[src/rtl/stack_machine_executor_top_defines.svh]
// Assertion macros used by the executor sequencer.
`ifndef STACK_MACHINE_EXECUTOR_TOP_DEFINES_SVH
`define STACK_MACHINE_EXECUTOR_TOP_DEFINES_SVH
`ifndef SYNTHESIS
// Checked only out of reset.
`define SMX_ASSERT(lbl, clk, rst_n, prop, msg) \
  lbl: assert property (@(posedge clk) disable iff (!rst_n) prop) else $error(msg);
// Checked at every edge, reset included.
`define SMX_ASSERT_ALWAYS(lbl, clk, prop, msg) \
  lbl: assert property (@(posedge clk) prop) else $error(msg);
`else
`define SMX_ASSERT(lbl, clk, rst_n, prop, msg)
`define SMX_ASSERT_ALWAYS(lbl, clk, prop, msg)
`endif
`endif

[src/rtl/smx_pkg.sv]
package smx_pkg;

  typedef enum logic [4:0] {
    OP_RET       = 5'd0,
    OP_POP       = 5'd1,
    OP_PUSH      = 5'd2,
    OP_ADD       = 5'd3,
    OP_SUB       = 5'd4,
    OP_MUL       = 5'd5,
    OP_DIV       = 5'd6,
    OP_PRINT     = 5'd7,
    OP_EQ        = 5'd8,
    OP_NEQ       = 5'd9,
    OP_LT        = 5'd10,
    OP_LTEQ      = 5'd11,
    OP_GT        = 5'd12,
    OP_GTEQ      = 5'd13,
    OP_IF_JUMP   = 5'd14,
    OP_CALL      = 5'd15,
    OP_ARG_FETCH = 5'd16
  } opcode_t;

  typedef enum logic [2:0] {
    ST_OK    = 3'd0,
    ST_HALT  = 3'd1,
    ST_DIV0  = 3'd2,
    ST_OVER  = 3'd3,
    ST_UNDER = 3'd4
  } status_t;

  // Stack read address selects
  typedef enum logic [2:0] {
    RD_TOP,
    RD_TOPM1,
    RD_FPM1,
    RD_FPM2,
    RD_FP,
    RD_ARG
  } rd_sel_t;

  typedef enum logic [3:0] {
    S_CLEAR,
    S_IDLE,
    S_DEC,
    S_R1,
    S_R2,
    S_R3,
    S_R4,
    S_W1,
    S_W2,
    S_EXEC,
    S_DIV,
    S_DWB
  } state_t;

  typedef struct packed {
    logic    accept;
    logic    clr_wr;
    rd_sel_t rd_sel;
    logic    cap_en;
    logic [1:0] cap_idx;
    logic    wr_call1;
    logic    wr_call2;
    logic    div_start;
    logic    commit;
  } ctl_cmd_t;

  typedef struct packed {
    opcode_t op;
    status_t st;
    logic    call_ok;
    logic    clr_done;
    logic    div_done;
    logic    out_free;
  } dp_sts_t;

endpackage

[src/rtl/smx_ctrl.sv]
`include "stack_machine_executor_top_defines.svh"

module smx_ctrl (
  input  logic              clk,
  input  logic              rst_n,
  input  logic              in_valid,
  output logic              in_stall,
  input  smx_pkg::dp_sts_t  sts,
  output smx_pkg::ctl_cmd_t cmd
);

  smx_pkg::state_t state_r, state_nxt;
  logic is_binary, need_div;

  assign is_binary = (sts.op >= smx_pkg::OP_ADD) && (sts.op <= smx_pkg::OP_GTEQ);
  assign need_div  = (sts.op == smx_pkg::OP_DIV) && (sts.st == smx_pkg::ST_OK);

  always_ff @(posedge clk) begin
    if (!rst_n) begin
      state_r <= smx_pkg::S_CLEAR;
    end else begin
      state_r <= state_nxt;
    end
  end

  always_comb begin
    state_nxt = state_r;
    cmd       = '0;
    cmd.rd_sel = smx_pkg::RD_TOP;
    case (state_r)
      smx_pkg::S_CLEAR: begin
        cmd.clr_wr = 1'b1;
        if (sts.clr_done) begin
          state_nxt = smx_pkg::S_IDLE;
        end
      end
      smx_pkg::S_IDLE: begin
        if (in_valid) begin
          cmd.accept = 1'b1;
          state_nxt  = smx_pkg::S_DEC;
        end
      end
      smx_pkg::S_DEC: begin
        if (sts.op == smx_pkg::OP_ARG_FETCH) begin
          cmd.rd_sel = smx_pkg::RD_ARG;
          state_nxt  = smx_pkg::S_R1;
        end else if (sts.op == smx_pkg::OP_RET || sts.op == smx_pkg::OP_PRINT ||
                     sts.op == smx_pkg::OP_IF_JUMP || is_binary) begin
          state_nxt = smx_pkg::S_R1;
        end else if (sts.op == smx_pkg::OP_CALL && sts.call_ok) begin
          state_nxt = smx_pkg::S_W1;
        end else begin
          state_nxt = smx_pkg::S_EXEC;
        end
      end
      smx_pkg::S_R1: begin
        cmd.cap_en  = 1'b1;
        cmd.cap_idx = 2'd0;
        if (is_binary) begin
          cmd.rd_sel = smx_pkg::RD_TOPM1;
          state_nxt  = smx_pkg::S_R2;
        end else if (sts.op == smx_pkg::OP_RET) begin
          cmd.rd_sel = smx_pkg::RD_FPM1;
          state_nxt  = smx_pkg::S_R2;
        end else begin
          state_nxt = smx_pkg::S_EXEC;
        end
      end
      smx_pkg::S_R2: begin
        cmd.cap_en  = 1'b1;
        cmd.cap_idx = 2'd1;
        if (sts.op == smx_pkg::OP_RET) begin
          cmd.rd_sel = smx_pkg::RD_FPM2;
          state_nxt  = smx_pkg::S_R3;
        end else begin
          state_nxt = smx_pkg::S_EXEC;
        end
      end
      smx_pkg::S_R3: begin
        cmd.cap_en  = 1'b1;
        cmd.cap_idx = 2'd2;
        cmd.rd_sel  = smx_pkg::RD_FP;
        state_nxt   = smx_pkg::S_R4;
      end
      smx_pkg::S_R4: begin
        cmd.cap_en  = 1'b1;
        cmd.cap_idx = 2'd3;
        state_nxt   = smx_pkg::S_EXEC;
      end
      smx_pkg::S_W1: begin
        cmd.wr_call1 = 1'b1;
        state_nxt    = smx_pkg::S_W2;
      end
      smx_pkg::S_W2: begin
        cmd.wr_call2 = 1'b1;
        state_nxt    = smx_pkg::S_EXEC;
      end
      smx_pkg::S_EXEC: begin
        if (need_div) begin
          cmd.div_start = 1'b1;
          state_nxt     = smx_pkg::S_DIV;
        end else if (sts.out_free) begin
          cmd.commit = 1'b1;
          state_nxt  = smx_pkg::S_IDLE;
        end
      end
      smx_pkg::S_DIV: begin
        if (sts.div_done) begin
          state_nxt = smx_pkg::S_DWB;
        end
      end
      smx_pkg::S_DWB: begin
        if (sts.out_free) begin
          cmd.commit = 1'b1;
          state_nxt  = smx_pkg::S_IDLE;
        end
      end
      default: begin
        state_nxt = smx_pkg::S_IDLE;
      end
    endcase
  end

  assign in_stall = (state_r != smx_pkg::S_IDLE);

  `SMX_ASSERT(a_commit_room, clk, rst_n, cmd.commit |-> sts.out_free, "commit with output full")
  `SMX_ASSERT(a_call_seq, clk, rst_n, cmd.wr_call1 |=> cmd.wr_call2, "call writes out of order")
  `SMX_ASSERT(a_div_op, clk, rst_n, cmd.div_start |-> sts.op == smx_pkg::OP_DIV, "bad div start")
  `SMX_ASSERT_ALWAYS(a_clr_no_accept, clk, !(cmd.clr_wr && cmd.accept), "accept during clear")

endmodule

[config.mk]
export PLATFORM = sky130hd
export DESIGN_NAME = smx_ctrl
export DESIGN_NICKNAME = d
export VERILOG_FILES = /design/src/rtl/smx_pkg.sv /design/src/rtl/smx_ctrl.sv
export VERILOG_INCLUDE_DIRS = /design/src /design/src/rtl
export SDC_FILE = /design/constraint.sdc
export NUM_CORES = 1
export LEC_CHECK = 0
export BUFFER_PORTS_ARGS = -buffer_cell sky130_fd_sc_hd__buf_2
export CAP_MARGIN = 25
export CORE_MARGIN = 2
export CORE_UTILIZATION = 47
export CTS_CLUSTER_DIAMETER = 100
export DETAILED_ROUTE_END_ITERATION = 10
export PLACE_DENSITY_LB_ADDON = 0.12
export SLEW_MARGIN = 10
export SYNTH_ARGS = -nofsm -noshare
export SYNTH_HDL_FRONTEND = slang
export SYNTH_SLANG_ARGS = --single-unit
export TNS_END_PERCENT = 50
[constraint.sdc]
create_clock -name clk -period 2.5 [get_ports clk]
set_input_delay 0.625 -clock clk [delete_from_list [all_inputs] [get_ports clk]]
set_output_delay 0.625 -clock clk [all_outputs]
set_load 0.05 [all_outputs]
* Word-level counts from Yosys, hierarchy flattened
Cells that the tools add are included.
Cells by class: $lt $le $gt $ge 2, equality and inequality tests 20, mux-type cells 28, reduce and logical (&&, ||, !) cells 11
Operators by type and width (count):
- $mux 4 | 11
- $pmux 4 s11 | 1
- $pmux 3 s4 | 2
- $eq 4x3->1 const B | 4
- $eq 4x4->1 const B | 4
- $eq 5x3->1 const B | 2
- $eq 5x4->1 const B | 2
- $mux 1 | 9
- $eq 4x2->1 const B | 2
- $mux 2 | 3
- $ne 2x2->1 const B | 3
- $eq 5x5->1 const B | 1
- $ge 5x2->1 const B | 1
- $le 5x4->1 const B | 1
- $logic_not 5->1 | 1
- $eq 4x1->1 const B | 1
- $logic_not 4->1 | 1
- $ne 4x1->1 const B | 1
- $logic_and 1x1->1 | 3
- $logic_not 3->1 | 1
- $logic_or 1x1->1 | 3
- $mux 3 | 1
- $reduce_and 3->1 | 1
- $pmux 1 s2 | 1
- $reduce_or 2->1 | 1
Storage, ports and cells: flip-flop bits (word level) 4, output and inout bits 13, logic and storage cells 62

* Depth between registers and ports, before layout
Gate-level depths: netlist of run 1.
word-level depth 7, gate-level depth with buffers 6, depth with buffers taken out 4

* Worst setup path after synthesis of run 1
No wires, ideal clock.
path type input to output, start input port sts[7] (netlist bit), end output port cmd[7] (netlist bit), arrival 2497 ps, data required time 1875 ps, path slack -622 ps, stages on the path 4, path through buf_2 -> nor4_1 -> nand2_1 -> o31ai_1
RTL lines:
- from (decl) | RTL line smx_ctrl.sv:8 | input smx_pkg::dp_sts_t sts,
- to (decl) | RTL line smx_ctrl.sv:9 | output smx_pkg::ctl_cmd_t cmd

==> results.md, run 1 <==
* CTS root buf: clkbuf_4
* First-pass GRT wire length at about 3.1 mm
* CP bufs+invs at 2
* CP Class: input port to output port
* Max FFs per register at 4
* Max Fclk at 405 MHz
* # IOs at 28
* Critical Path Start Type: input port
* Hold Path Class: input port to register
* Asr flop ratio synth at 0%
* Final Cell Area at 892 sq um
* Largest net degree at the start of global routing at 18
* Critical-path cell list: buf_2 -> or4b_4 -> nor4_4 -> clkbuf_4
* Final slew viol count at 0
* Ant diodes at 0
* DRT Pass-1 Iters at 4
* CP required at 1.88 ns
* Share of cells above drive strength 1 at just over 40%
* Filler cells at 121
* DRT antenna net count at 0
* Worst IR Drop VDD at ~340 uV
* Flops & latches, synth at 4
* Net count after synthesis at 114
* CTS buffer count at 3
* Synth warnings at 0
* Placed Cells incl. Taps at approximately 140
* Htree depth at 1
* Largest reg by FF count: state_r
* Synth top area cells: dfxtp_1 12%, nor2_1 6.7%, a21oi_1 4.4%, nand2_1 4.4%, nor3_1 3.7%
* Hold-critical path depth at 2
* Die width at 42.0 um
* Most frequent cells after synthesis: 12 x nor2_1, 8 x nand2_1, 6 x a21oi_1, 6 x clkbuf_1, 5 x nor3_1
* Non-Filler Instances at 142
* Dpl cell area at 858 sq um
* Sequential cell area at 80.1 sq um
* Syn_area_per_cell at 6.84 sq um
* Initial antenna violation count at 0
* Final wirelength at 1.91 mm
* Total grt overflow at 0
* Critical path endpoint category: output port
* Seq/Total Area, Yosys at 11.8%
* TritonCTS Sinks at 4
* DIE HEIGHT at 42.0 um
* Delay-heaviest family, CP: simple AND/OR/NAND/NOR gates
* Area of the multi-input gates at 548 sq um
* Starting Density at 51.4%
* EDFF count, synth at 0
* Drt wl/cell at around 13 um
* Gp weighted congestion at 0.841
* Largest registers: state_r: 4 flops
* Slew HR at 60.3%
* Crit-path max cell delay at 0.56 ns
* Yosys top cell area share at 11.8%
* DP Wirelength at 1.47 mm
* Period utilisation layout at 98.8%
* Endpoints failing setup at 0
* Worst R2R End: state_r[0]$_SDFFE_PN0P_
* Number of global-route vias before repair at 735
* Port Buffers at 27
* Arr. time, crit path at 1.84 ns
* R2r worst-path depth at 5
* Critical hold path startpoint: rst_n
* Status: complete, no violations
* CTS tree: built
* RR Startpoint: state_r[0]$_SDFFE_PN0P_
* Final hold violation count at 0
* R2r setup slk at 0.68 ns
* Vias per cell at 5.92
* WHS Endpoint: state_r[0]$_SDFFE_PN0P_
* Worst skew pair latency at 0.22 ns
* Core box area at 1320 sq um
* Leakage Power at ~0.38 nW
* Dominant cell type by area after synthesis: dfxtp_1
* DR vias at 841
* Setup Buffers After CTS at 0
* Post-synthesis cell count at 99
* Max Cap Viol at 0
* Worst path slowest cell: or4b_4
* Deepest clock path buffer count at 2
* Synthesized cell area at between 600 and 700 sq um
* Residual DRC at 0
* DIE AREA at 1760 sq um
* Clock transition at path regs at 0.03 ns
* Total Routing Usage GR at a little over a fifth
* Distinct cells, synth at between 40 and 50
* Synth-to-Final Area Change at 31.8%
* Row count at 13
* Synth Flop Type: dfxtp_1
* Worst-Margin Slew at 0.595 ns
* Final min period at 2.47 ns
* RSZ-0062 raised after global routing: no
* Clock Skew at 0.00306 ns
* 1st-iter DRT viols at 16
* Pwr dens at 458 nW/um^2
* Count leader, synth: nor2_1
* Nets@finish at 144
* CP Max Fanout at 3
[layout by cell type, fill, tap and decap left out, drive strengths merged, types with 3 or more instances in the layout]
cell,synthesis,layout
buf,5,34
nor2,12,12
nand2,8,8
a21oi,6,6
clkbuf,6,5
nor3,5,5
nor4,5,5
inv,4,4
o21ai,4,4
dfxtp,4,4
nand3,3,3
[per-stage QoR]
step / util (%) / TNS (ns) / total power, mW / worst slack (ns) / hold WS, ns
finish: 67.7 / 0 / 0.409 / 0.0310 / 0.667
global route: 67.7 / 0 / 0.442 / 0.0110 / 0.671
CTS: 66.9 / 0 / 0.410 / 0.00539 / 0.661
detailed placement: 65.1 / 0 / 0.333 / 0.0101 / 0.689
global placement: 65.1 / 0 / 0.328 / 0.0304 / 0.674
floorplan: - / -0.483 / 0.274 / -0.229 / 0.740
[worst register-to-register path: cells and delay by family (launching register included)]
family / cells / cell delay (ns)
AOI/OAI and AO/OA: 3 / 0.53
buffers and inverters: 1 / 0.25
DFF: 1 / 0.48
and+or+nand+nor: 1 / 0.44
[cell families after synthesis]
| kind of cell | after synthesis | share of synthesized area, % |
|---|---|---|
| and+or+nand+nor | 51 | 45.7 |
| AOI/OAI and AO/OA | 26 | 28.1 |
| buffers and inverters | 15 | 10.5 |
| DFF | 4 | 11.8 |
| xor gates and xnor gates | 3 | 3.88 |
[cell type report]
cell class | count | area share (%)
multi-input cells | 80 | 61.4
repair buffers | 36 | 23.3
clock buffers | 3 | 2.52
flip-flops and latches | 4 | 8.98
inverters | 4 | 1.68
well taps | 15 | 2.10
[worst max path at each step]
stage | from | to | slack [ns] | depth (start not counted)
floorplan | sts[7] | cmd[7] | -0.23 | 4
global placement | sts[5] | cmd[1] | 0.03 | 4
detailed placement | sts[5] | cmd[1] | 0.01 | 4
CTS | sts[5] | cmd[1] | 0.005 | 4
global route | sts[5] | cmd[1] | 0.01 | 4
finish | sts[5] | cmd[1] | 0.03 | 4
[what timing repair did]
action | CTS | global route
endpoints found under the setup margin | 0 | 2
hold buffers | 0 | 0
gates resized for setup | 0 | 3
[layer usage]
layer  up-vias  routed length (um)  track usage (%)
met4         0                   0             5.81
li1        423                   -                -
met2        35                 972             37.2
met3         0                  93                0
met1       383                 840             30.5
met5         -                   0                0
[power breakdown]
group / internal, mW / switching [mW] / total (mW)
Clock: 0.0532 / 0.0203 / 0.0735
Sequential: 0.0723 / 0.0149 / 0.0872
Combinational: 0.0850 / 0.163 / 0.248
Total: 0.210 / 0.198 / 0.409
No activity file was read; power rests on OpenSTA's default activity.
==> run 2: changes to the inputs <==
- BUFFER_PORTS_ARGS: -buffer_cell sky130_fd_sc_hd__buf_2 -> unset
- CORE_AREA: unset -> 2 2 39 41
- CORE_MARGIN: 2 -> unset
- CORE_UTILIZATION: 47 -> unset
- DIE_AREA: unset -> 0 0 41 43
- DONT_BUFFER_PORTS: unset -> 1
- SKIP_LAST_GASP: unset -> 1
==> results.md, run 2 (synthesis results as in run 1) <==
* Status: complete, no violations
* Largest registers: state_r: 4 flops
* CP Max Fanout at 3
* Synth-to-Final Area Change at 17.7%
* DIE AREA at 1760 sq um
* Hold buffer count at cts at 0
* Drt wl/cell at 14.6 um
* Commonest non-fill, non-tap cell in the layout: buf_4
* Leakage Power at 0.294 nW
* Gp weighted congestion at 0.798
* Vias per cell at 6.20
* DR vias at 750
* Initial antenna violation count at 0
* Share of cells above drive strength 1 at 27.6%
* Die width at slightly above 40 um
* RSZ-0062 raised after global routing: no
* WHS Endpoint: state_r[0]$_SDFFE_PN0P_
* R2r setup slk at 0.70 ns
* Pwr dens at 487 nW/um^2
* Deepest clock path buffer count at 2
* Non-Filler Instances at roughly 120
* DP Wirelength at between 1 and 1.5 mm
* Nets@finish at 122
* Hold Path Class: input port to register
* CTS buffer count at 3
* Arr. time, crit path at 1.71 ns
* Setup Buffers After CTS at 0
* CP required at between 1.5 and 2 ns
* # IOs at 28
* Final wirelength at 1.77 mm
* Port Buffers at 0
* Row count at 14
* DRT Pass-1 Iters at 4
* Clock transition at path regs at 0.04 ns
* Total Routing Usage GR at 22.9%
* CTS tree: built
* Clock Skew at 0.000120 ns
* Final slew viol count at 0
* Ant diodes at 0
* Hold-critical path depth at 1
* Util after Layout at between 50% and 60%
* CP Class: input port to output port
* Period utilisation layout at 93.6%
* Slew HR at around 62%
* Worst-Margin Slew at 0.564 ns
* CTS root buf: clkbuf_4
* Starting Density at between 40% and 50%
* DIE HEIGHT at 43 um
* Core box area at 1380 sq um
* Max Cap Viol at 0
* Critical path endpoint category: output port
* Worst skew pair latency at 0.23 ns
* Worst IR Drop VDD at 242 uV
* Setup TNS at 0 ns
* Most frequent cells in the layout: 13 x buf_4, 12 x nor2_1, 8 x nand2_1
* Placed Cells incl. Taps at 118
* Worst path slowest cell: or4b_4
* Critical hold path startpoint: rst_n
* Final min period at 2.34 ns
* 1st-iter DRT viols at 14
* Crit-path max cell delay at 0.56 ns
* CTS resizes at 0
* RR Startpoint: state_r[2]$_SDFFE_PN0P_
* Total grt overflow at 0
* Worst R2R End: state_r[0]$_SDFFE_PN0P_
* Number of global-route vias before repair at 690
* Residual DRC at 0
* Max Fclk at between 400 and 500 MHz
* Critical-path cell list: or4b_4 -> nor4_4 -> buf_12
* DRT antenna net count at 0
* Htree depth at 1
* Max FFs per register at 4
* TritonCTS Sinks at 4
* First-pass GRT wire length at about 2.8 mm
* Largest net degree at the start of global routing at 18
* Endpoints failing setup at 0
* Critical Path Start Type: input port
* Largest reg by FF count: state_r
* Final hold violation count at 0
* R2r worst-path depth at 5
run 2: worst max path at each step:
stage	from	end	slack [ns]	cells after the start
after CTS	sts[5]	cmd[1]	0.16	3
final	sts[5]	cmd[1]	0.16	3
after global routing	state_r[1]$_SDFFE_PN0P_	cmd[7]	0.06	5
after global placement	sts[5]	cmd[1]	0.20	3
after floorplan	sts[7]	cmd[7]	-0.23	4
after detailed placement	sts[5]	cmd[1]	0.16	3
run 2: metal layers:
layer | vias to the layer above | global-route usage, % | wire [um]
met2 | 22 | 36.9 | 865
li1 | 379 | - | -
met4 | 0 | 2.00 | 0
met1 | 349 | 31.1 | 800
met3 | 0 | 5.24 | 105
met5 | - | 0 | 0
run 2: final cells by class:
type,instances,area (sq um)
Sequential cell,4,80.1
Inverter,4,15.0
Timing Repair Buffer,14,118
Fill cell,148,587
Clock buffer,3,22.5
Tap cell,16,20.0
Multi-Input combinational cell,80,542
run 2: power breakdown:
group          leakage [nW]  internal, mW  total (mW)  switching (mW)
combinational         0.247        0.0725       0.213           0.141
clock                0.0138        0.0536      0.0792          0.0256
sequential           0.0326        0.0722      0.0958          0.0236
run 2: stage by stage:
step / cell area [sq um] / setup slack (ns) / power, mW / hold WS (ns)
6_report: 797 / 0.160 / 0.388 / 0.522
5_1_grt: 797 / 0.0593 / 0.419 / 0.515
4_1_cts: 797 / 0.159 / 0.392 / 0.515
3_5_place_dp: 774 / 0.159 / 0.308 / 0.712
3_3_place_gp: 774 / 0.198 / 0.306 / 0.709
2_1_floorplan: 693 / -0.229 / 0.274 / 0.740
run 2: critical path: cells and delay by family:
kind	cells	cell delay, ns
buffers and inverters	1	0.18
AND/OR/NAND/NOR	2	0.91
